**config.mk**
```make
export PLATFORM = sky130hd
export DESIGN_NAME = utc_offset_with_dst_rules_unit
export DESIGN_NICKNAME = d
export VERILOG_FILES = /design/src/design/utcofs_pkg.sv /design/src/design/utc_offset_with_dst_rules_unit.sv
export VERILOG_INCLUDE_DIRS = /design/src /design/src/design
export SDC_FILE = /design/constraint.sdc
export NUM_CORES = 2
export LEC_CHECK = 0
export ABC_AREA = 0
export BUFFER_PORTS_ARGS = -buffer_cell sky130_fd_sc_hd__buf_4
export CAP_MARGIN = 20
export CORE_AREA = 2 2 228 230
export CTS_CLUSTER_DIAMETER = 60
export CTS_CLUSTER_SIZE = 30
export DETAILED_ROUTE_END_ITERATION = 8
export DIE_AREA = 0 0 230 232
export GPL_TIMING_DRIVEN = 1
export PLACE_DENSITY = 0.82
export SKIP_LAST_GASP = 1
export SYNTH_ARGS = -nofsm -noshare
export SYNTH_HDL_FRONTEND = slang
export SYNTH_SLANG_ARGS = --single-unit
```
**constraint.sdc**
```tcl
create_clock -name i_clk -period 7.8 [get_ports i_clk]
set_clock_uncertainty 0.2 [all_clocks]
set_input_delay 0.78 -clock i_clk [delete_from_list [all_inputs] [get_ports i_clk]]
set_output_delay 0.78 -clock i_clk [all_outputs]
set_load 0.05 [all_outputs]
```
**src/design/assert_macros.svh**
```systemverilog
// assert_macros.svh - concurrent assertion helpers shared by the RTL.
// No dependencies; each user passes its own clock and active-low reset.
`ifndef ASSERT_MACROS_SVH
`define ASSERT_MACROS_SVH

// Property checked on every rising edge, off while reset is asserted.
`define ASSERT_CLK(lbl, clk, rst_n, prop, msg) \
    lbl: assert property (@(posedge clk) disable iff (!rst_n) (prop)) \
        else $error(msg);

// Same-cycle implication.
`define ASSERT_IMPLY(lbl, clk, rst_n, ante, cons, msg) \
    `ASSERT_CLK(lbl, clk, rst_n, (ante) |-> (cons), msg)

`endif

```
**src/design/utcofs_pkg.sv**
```systemverilog
// utcofs_pkg - types, calendar constants and helpers for the UTC offset unit.
// No dependencies.
package utcofs_pkg;

    typedef logic [31:0]        t_utc;
    typedef logic signed [10:0] t_offset;
    typedef logic [1:0]         t_rule;
    typedef logic [1:0]         t_cfg_index;
    typedef logic [10:0]        t_cfg_data;
    typedef logic [8:0]         t_doy;
    typedef logic [16:0]        t_sod;
    typedef logic [2:0]         t_wday;

    // configuration register indexes
    localparam t_cfg_index CfgIdxBase = 2'd0;
    localparam t_cfg_index CfgIdxRule = 2'd1;

    // daylight saving rule codes
    localparam t_rule RuleNone = 2'd0;
    localparam t_rule RuleUs   = 2'd1;
    localparam t_rule RuleEu   = 2'd2;

    // days = (utc >> 7) / 675 by reciprocal
    localparam int unsigned DayPreShift   = 7;
    localparam int unsigned DayRecipMul   = 50903317;
    localparam int unsigned DayRecipShift = 35;
    localparam int unsigned SecsPerDay    = 86400;

    // day count from 1968-03-01; 2100-03-01 gets an extra day so that
    // every four-year cycle is 1461 days long
    localparam int unsigned EpochToMarch   = 671;
    localparam int unsigned CenturyFixDay  = 47541;
    localparam int unsigned CycleDays      = 1461;
    localparam int unsigned CycleRecipMul  = 91868;
    localparam int unsigned CycleRecipShft = 27;
    localparam int unsigned YearDays       = 365;

    // x % 7 by reciprocal
    localparam int unsigned WeekDays      = 7;
    localparam int unsigned ThursdayShift = 4;
    localparam int unsigned Mod7Mul16     = 74899;
    localparam int unsigned Mod7Shift16   = 19;
    localparam int unsigned Mod7Mul9      = 586;
    localparam int unsigned Mod7Shift9    = 12;

    // day-of-year counted from March 1
    localparam int unsigned MarLastDoy  = 30;
    localparam int unsigned OctLastDoy  = 244;
    localparam int unsigned NovFirstDoy = 245;

    localparam int unsigned UsStartSec = 25200;
    localparam int unsigned UsEndSec   = 21600;
    localparam int unsigned EuSwitchSec = 3600;

    localparam int DstShiftMin = 60;
    localparam int OffsetMax   = 1023;

    // reduce 0..13 to 0..6
    function automatic t_wday wrap7(logic [3:0] v);
        logic [3:0] t;
        t = (v >= 4'(WeekDays)) ? v - 4'(WeekDays) : v;
        return t[2:0];
    endfunction

endpackage

```
**src/design/utc_offset_with_dst_rules_unit.sv**
```systemverilog
// utc_offset_with_dst_rules_unit - eight-stage pipeline from UTC seconds to local offset.
// Depends on utcofs_pkg and assert_macros.svh.

// One timestamp may be started every clock cycle; busy stays low. Each result
// appears on o_offset_minutes/o_dst_active with a one-cycle o_valid strobe
// after the start transfer, in start order, and cannot be held off. The eight
// register stages are: day split by reciprocal multiply, seconds-of-day and
// weekday, four-year cycle, day within cycle, year within cycle, weekday of
// March 1, transition days, compare.
// Configuration transfers are always accepted (o_cfg_ready high); the registers
// are read in the last two stages, so write them only while no result is pending.
// Results are exact over the full 32-bit range, to 2106.
`include "assert_macros.svh"

module utc_offset_with_dst_rules_unit (
    input  logic                    i_clk,
    input  logic                    i_rst_n,
    input  logic                    start,
    output logic                    busy,
    input  utcofs_pkg::t_utc        i_utc_seconds,
    output logic                    o_valid,
    output utcofs_pkg::t_offset     o_offset_minutes,
    output logic                    o_dst_active,
    input  logic                    i_cfg_valid,
    output logic                    o_cfg_ready,
    input  utcofs_pkg::t_cfg_index  i_cfg_index,
    input  utcofs_pkg::t_cfg_data   i_cfg_data
);
    import utcofs_pkg::*;

    localparam int unsigned NumStages = 8;

    logic [NumStages:1] r_vld;
    t_offset            r_base;
    t_rule              r_rule;

    // stage 1
    logic [50:0] n_s1_prod;
    t_utc        r_s1_utc;
    logic [15:0] r_s1_days;
    // stage 2
    logic [32:0] n_s2_dsec;
    logic [15:0] n_s2_wkx;
    logic [32:0] n_s2_wprod;
    t_sod        r_s2_sod;
    logic [15:0] r_s2_mar;
    logic [15:0] r_s2_wkx;
    logic [13:0] r_s2_wq;
    // stage 3
    logic [32:0] n_s3_cprod;
    t_sod        r_s3_sod;
    logic [15:0] r_s3_mar;
    logic [5:0]  r_s3_cyc;
    t_wday       r_s3_wnow;
    // stage 4
    t_sod        r_s4_sod;
    logic [10:0] r_s4_rem;
    t_wday       r_s4_wnow;
    // stage 5
    t_doy        n_s5_doy;
    t_sod        r_s5_sod;
    t_doy        r_s5_doy;
    t_wday       r_s5_wnow;
    // stage 6
    logic [18:0] n_s6_dprod;
    logic [6:0]  n_s6_dq;
    t_wday       n_s6_dmod;
    t_sod        r_s6_sod;
    t_doy        r_s6_doy;
    t_wday       r_s6_w1;
    // stage 7
    t_wday       n_s7_fs;
    t_wday       n_s7_ma;
    t_wday       n_s7_ob;
    logic        n_s7_en;
    t_doy        n_s7_sd;
    t_doy        n_s7_ed;
    t_sod        n_s7_ss;
    t_sod        n_s7_es;
    t_sod        r_s7_sod;
    t_doy        r_s7_doy;
    logic        r_s7_en;
    t_doy        r_s7_sd;
    t_doy        r_s7_ed;
    t_sod        r_s7_ss;
    t_sod        r_s7_es;
    // stage 8
    logic              n_s8_ge;
    logic              n_s8_lt;
    logic              n_s8_dst;
    logic signed [11:0] n_s8_sum;
    t_offset           n_s8_off;
    t_offset           r_out_off;
    logic              r_out_dst;

    assign busy        = 1'b0;
    assign o_cfg_ready = 1'b1;

    // control and configuration
    always_ff @(posedge i_clk) begin
        if (!i_rst_n) begin
            r_vld  <= '0;
            r_base <= '0;
            r_rule <= RuleNone;
        end else begin
            r_vld <= {r_vld[NumStages-1:1], start && !busy};
            if (i_cfg_valid && o_cfg_ready) begin
                case (i_cfg_index)
                    CfgIdxBase: r_base <= t_offset'(i_cfg_data);
                    CfgIdxRule: r_rule <= i_cfg_data[1:0];
                    default: ;
                endcase
            end
        end
    end

    always_comb begin
        n_s1_prod = 51'(i_utc_seconds[31:DayPreShift]) * 51'(DayRecipMul);

        n_s2_dsec  = 33'(r_s1_days) * 33'(SecsPerDay);
        n_s2_wkx   = r_s1_days + 16'(ThursdayShift);
        n_s2_wprod = 33'(n_s2_wkx) * 33'(Mod7Mul16);

        n_s3_cprod = 33'(r_s2_mar) * 33'(CycleRecipMul);

        if (r_s4_rem >= 11'(3 * YearDays)) begin
            n_s5_doy = 9'(r_s4_rem - 11'(3 * YearDays));
        end else if (r_s4_rem >= 11'(2 * YearDays)) begin
            n_s5_doy = 9'(r_s4_rem - 11'(2 * YearDays));
        end else if (r_s4_rem >= 11'(YearDays)) begin
            n_s5_doy = 9'(r_s4_rem - 11'(YearDays));
        end else begin
            n_s5_doy = 9'(r_s4_rem);
        end

        n_s6_dprod = 19'(r_s5_doy) * 19'(Mod7Mul9);
        n_s6_dq    = n_s6_dprod[18:Mod7Shift9];
        n_s6_dmod  = 3'(r_s5_doy - 9'(n_s6_dq * 7'(WeekDays)));

        // Sunday offsets from March 1; Nov 1 shares the weekday of March 1
        n_s7_fs = (r_s6_w1 == '0) ? '0 : 3'(WeekDays) - r_s6_w1;
        n_s7_ma = wrap7(4'(r_s6_w1) + 4'(MarLastDoy % WeekDays));
        n_s7_ob = wrap7(4'(r_s6_w1) + 4'(OctLastDoy % WeekDays));
        case (r_rule)
            RuleUs: begin
                n_s7_en = 1'b1;
                n_s7_sd = 9'(n_s7_fs) + 9'(WeekDays);
                n_s7_ed = 9'(NovFirstDoy) + 9'(n_s7_fs);
                n_s7_ss = 17'(UsStartSec);
                n_s7_es = 17'(UsEndSec);
            end
            RuleEu: begin
                n_s7_en = 1'b1;
                n_s7_sd = 9'(MarLastDoy) - 9'(n_s7_ma);
                n_s7_ed = 9'(OctLastDoy) - 9'(n_s7_ob);
                n_s7_ss = 17'(EuSwitchSec);
                n_s7_es = 17'(EuSwitchSec);
            end
            default: begin
                n_s7_en = 1'b0;
                n_s7_sd = '0;
                n_s7_ed = '0;
                n_s7_ss = '0;
                n_s7_es = '0;
            end
        endcase

        n_s8_ge  = (r_s7_doy > r_s7_sd) || ((r_s7_doy == r_s7_sd) && (r_s7_sod >= r_s7_ss));
        n_s8_lt  = (r_s7_doy < r_s7_ed) || ((r_s7_doy == r_s7_ed) && (r_s7_sod < r_s7_es));
        n_s8_dst = r_s7_en && n_s8_ge && n_s8_lt;
        n_s8_sum = 12'(r_base) + (n_s8_dst ? 12'(DstShiftMin) : 12'sd0);
        n_s8_off = (n_s8_sum > 12'(OffsetMax)) ? 11'(OffsetMax) : n_s8_sum[10:0];
    end

    // datapath, no reset
    always_ff @(posedge i_clk) begin
        r_s1_utc  <= i_utc_seconds;
        r_s1_days <= n_s1_prod[50:DayRecipShift];

        r_s2_sod <= 17'(r_s1_utc - n_s2_dsec[31:0]);
        r_s2_mar <= r_s1_days + ((r_s1_days >= 16'(CenturyFixDay)) ?
                                 16'(EpochToMarch + 1) : 16'(EpochToMarch));
        r_s2_wkx <= n_s2_wkx;
        r_s2_wq  <= n_s2_wprod[32:Mod7Shift16];

        r_s3_sod  <= r_s2_sod;
        r_s3_mar  <= r_s2_mar;
        r_s3_cyc  <= n_s3_cprod[32:CycleRecipShft];
        r_s3_wnow <= 3'(r_s2_wkx - 16'(r_s2_wq * 14'(WeekDays)));

        r_s4_sod  <= r_s3_sod;
        r_s4_rem  <= 11'(r_s3_mar - 16'(r_s3_cyc) * 16'(CycleDays));
        r_s4_wnow <= r_s3_wnow;

        r_s5_sod  <= r_s4_sod;
        r_s5_doy  <= n_s5_doy;
        r_s5_wnow <= r_s4_wnow;

        r_s6_sod <= r_s5_sod;
        r_s6_doy <= r_s5_doy;
        r_s6_w1  <= wrap7(4'(r_s5_wnow) + 4'(WeekDays) - 4'(n_s6_dmod));

        r_s7_sod <= r_s6_sod;
        r_s7_doy <= r_s6_doy;
        r_s7_en  <= n_s7_en;
        r_s7_sd  <= n_s7_sd;
        r_s7_ed  <= n_s7_ed;
        r_s7_ss  <= n_s7_ss;
        r_s7_es  <= n_s7_es;

        r_out_off <= n_s8_off;
        r_out_dst <= n_s8_dst;
    end

    assign o_valid          = r_vld[NumStages];
    assign o_offset_minutes = r_out_off;
    assign o_dst_active     = r_out_dst;

    `ASSERT_CLK(a_latency, i_clk, i_rst_n, (start && !busy) |-> ##8 o_valid, "result strobe missing")
    `ASSERT_IMPLY(a_doy_range, i_clk, i_rst_n, r_vld[5], r_s5_doy <= 9'(YearDays), "doy out of range")
    `ASSERT_IMPLY(a_wday_range, i_clk, i_rst_n, r_vld[6], r_s6_w1 < 3'(WeekDays), "weekday out of range")
    `ASSERT_IMPLY(a_std_offset, i_clk, i_rst_n, o_valid && !o_dst_active, o_offset_minutes == r_base, "standard offset mismatch")
    `ASSERT_IMPLY(a_no_rule, i_clk, i_rst_n, o_valid && (r_rule != RuleUs) && (r_rule != RuleEu), !o_dst_active, "dst without rule")

endmodule
```
==> impl_metrics.ini <==
[synthesis]
synth_top_area_share = 0.287
syn-num-nets = 3740
synth_edf_count = 0
ys_seq_area_frac = 0.194
syn_avg_cell_area_um2 = 10.3
syn_inst = 2701
yosysUniqueCellTypes = 78
async_reset_ff_frac = 0
synth_largest_area_cell = ha_1
synth_common_cells = inv_1 (710), ha_1 (636), fa_1 (354), dfxtp_1 (269), xnor2_1 (91)
ys_top_cells_by_area = ha_1 (29%), fa_1 (26%), dfxtp_1 (19%)
synth-main-ff-cell = dfxtp_1
yosysWarningCount = 0
syn-cell-area_um2 = 27800
ys_ff_latch = 269
synth.most_common_cell = inv_1

[worst_setup_path]
cp_slowest_cell = dfxtp_1
critical_path_arrival_ns = 7.12
reg2reg_from = r_s1_days[3]
path_delay_family = adder cells
setup.worst_path.end = r_s2_wq[2]
r2r.worst_path.cells = 22
end_kind = flop
cp_num_buf_inv = 2
r2r-end = r_s2_wq[2]
startpoint = r_s1_days[3]
cpPeakStageDelay_ns = 0.57
cp.required_ns = 8.07
start_kind = flop
cp_max_fo = 6
criticalPathCategory = flop to flop
cp_cell_sequence = ha_1 > nand3_1 > or3_1 > nor2_1 > xor2_1 > ha_1 > ha_1 > inv_1 > fa_1 > fa_1 > inv_1 > fa_1 > fa_1 > ha_1 > a21o_1 > a21o_1 > a21oi_1 > nand2_1 > a211oi_1 > nor3_1 > o41ai_1 > xnor2_1
crit_cells = 22
r2r_setup_slack_ns = 0.94

[sta]
finalCritPeriodShare = 0.879
finalSetupTns_ns = 0
period_needed_ns = 6.86
fmax_mhz = 146
rsz0062_at_grt = false
slew_viol_final = 0
hold_viol = 0
tightest_slew_ns = 0.982
maxSlewHeadroom = 0.345
setup_viol = 0
setup_slack_ns = 0.943

[finish]
nNetsFinal = 3805
fillers = 4090
fin_area_um2 = 29700
area_growth_pct = 7.16
insertedDiodeCount = 0
drive_above_1_share = 0.0460

[clock_tree]
cts_buffers = 21
cts_resized = 0
insertion_delay_ns = 0.54
hold_buffers = 0
clockBufferDepth = 3
clkSlewWorstSetupHoldPaths_ns = 0.10
cts_setup_buffers = 0
root_buffer = clkbuf_16
cts.sinks = 269
cts_tree = yes
htreeDepth = 1

[die]
core_area_um2 = 50900
pin_count = 64
rows = 83
dieArea_um2 = 53400
initial_utilization = 0.546
die_w_um = 230
die_h_um = 232

[detailed_routing]
post-route-drc-count = 0
via_count = 18023
drt_iter0_markers = 773
first_pass_iters = 6
wl_per_cell_um = 15.9
wl_mm = 55.1
viasPerCell = 5.21
drtAntennaViolNets = 0

[placement]
place.gp.congestion = 0.958
place_area_um2 = 29000
numPortBuffers = 61
dpl_worst_slack_ns = 0.554
dp_hpwl_mm = 46.8

[global_routing]
grt_pass1_wl_mm = 93.4
grt-ovfl-total = 0
antenna_found_initial = 0
grt_pass1_vias = 19887
track_usage = 0.213
grt_max_degree = 31

[job]
max_cap_viol_count = 0

[min_path]
holdCritPathClass = flop to flop

[run_status]
status = completed
[worst min-delay path by stage]
| stage | startpoint | endpoint | slack [ns] | depth (start not counted) |
|---|---|---|---|---|
| after floorplan | r_s1_utc[0] | r_s2_sod[0] | 0.11 | 0 |
| after global placement | r_s4_sod[8] | r_s5_sod[8] | 0.11 | 0 |
| after detailed placement | r_s4_sod[4] | r_s5_sod[4] | 0.11 | 0 |
| after CTS | i_utc_seconds[2] | r_s1_utc[2] | 0.11 | 1 |
| after global routing | i_utc_seconds[2] | r_s1_utc[2] | 0.10 | 1 |
| final | r_s5_sod[3] | r_s6_sod[3] | 0.13 | 0 |
[per-stage QoR]
step	hold slack, ns	std cells	util
CTS	0.109	3459	0.584
global placement	0.110	3422	0.570
detailed placement	0.112	3422	0.570
global route	0.105	3460	0.585
finish	0.132	3460	0.585
floorplan	0.110	2701	-
[metal layers]
layer  track usage  part of all wire  vias to the layer above
li1              -                 -                     8651
met1         0.261              0.42                     8890
met2         0.397              0.51                      372
met3        0.0194             0.040                      110
met4        0.0641             0.028                        0
met5             0                 0                        -
[final cells by class]
type	count	area (µm²)	area share
multi-input combinational	1700	19600	0.660
sequential	269	5390	0.181
inverter	710	2670	0.0896
tap	680	851	0.0286
clock buffer	21	526	0.0177
timing repair buffer	64	484	0.0163
clock inverter	16	213	0.00715
[placed cells by master, fill, tap and decap left out, types with 12 or more instances in the layout]
cell type / Yosys / final
inv_1: 710 / 710
ha_1: 636 / 636
fa_1: 354 / 354
dfxtp_1: 269 / 269
xnor2_1: 91 / 91
a21oi_1: 81 / 81
nand2_1: 71 / 71
nor2_1: 69 / 69
buf_4: 2 / 63
o21ai_0: 58 / 58
a21o_1: 45 / 45
xor2_1: 41 / 41
nor2b_1: 28 / 28
clkbuf_16: 0 / 21
nor3_1: 20 / 20
o21a_1: 18 / 18
nand3_1: 16 / 16
nand2b_1: 14 / 14
mux2i_1: 14 / 14
nand4_1: 12 / 12
[state kept, by name (all words and copies together), names as in the netlist, 4 cells and up]
signal	cells
r_s7_sd	4
r_s2_sod	17
r_s4_rem	11
r_s3_mar	11
r_s5_sod	17
o_offset_minutes	11
r_vld	8
r_s3_sod	17
r_s4_sod	17
r_s1_utc	17
r_s6_doy	9
r_s7_ed	5
r_s3_cyc	6
r_base	11
r_s2_mar	16
r_s6_sod	17
r_s7_doy	9
r_s1_days	16
r_s7_sod	17
r_s5_doy	9
[logic make-up (layout without fill, tap and decap cells)]
family          after synthesis  in the layout  synth area share
other cells                   2              2          0.000271
mux                          15             15           0.00545
compound gates              286            286            0.0684
simple gates                275            275            0.0491
xor+xnor                    132            132            0.0416
fa+ha+maj                   990            990             0.542
buf+inv                     732            811            0.0992
flops                       269            269             0.194
Power is left out: the tool's default activity adds up to more than one toggle a clock period on the data nets, which glitch-free logic cannot reach.
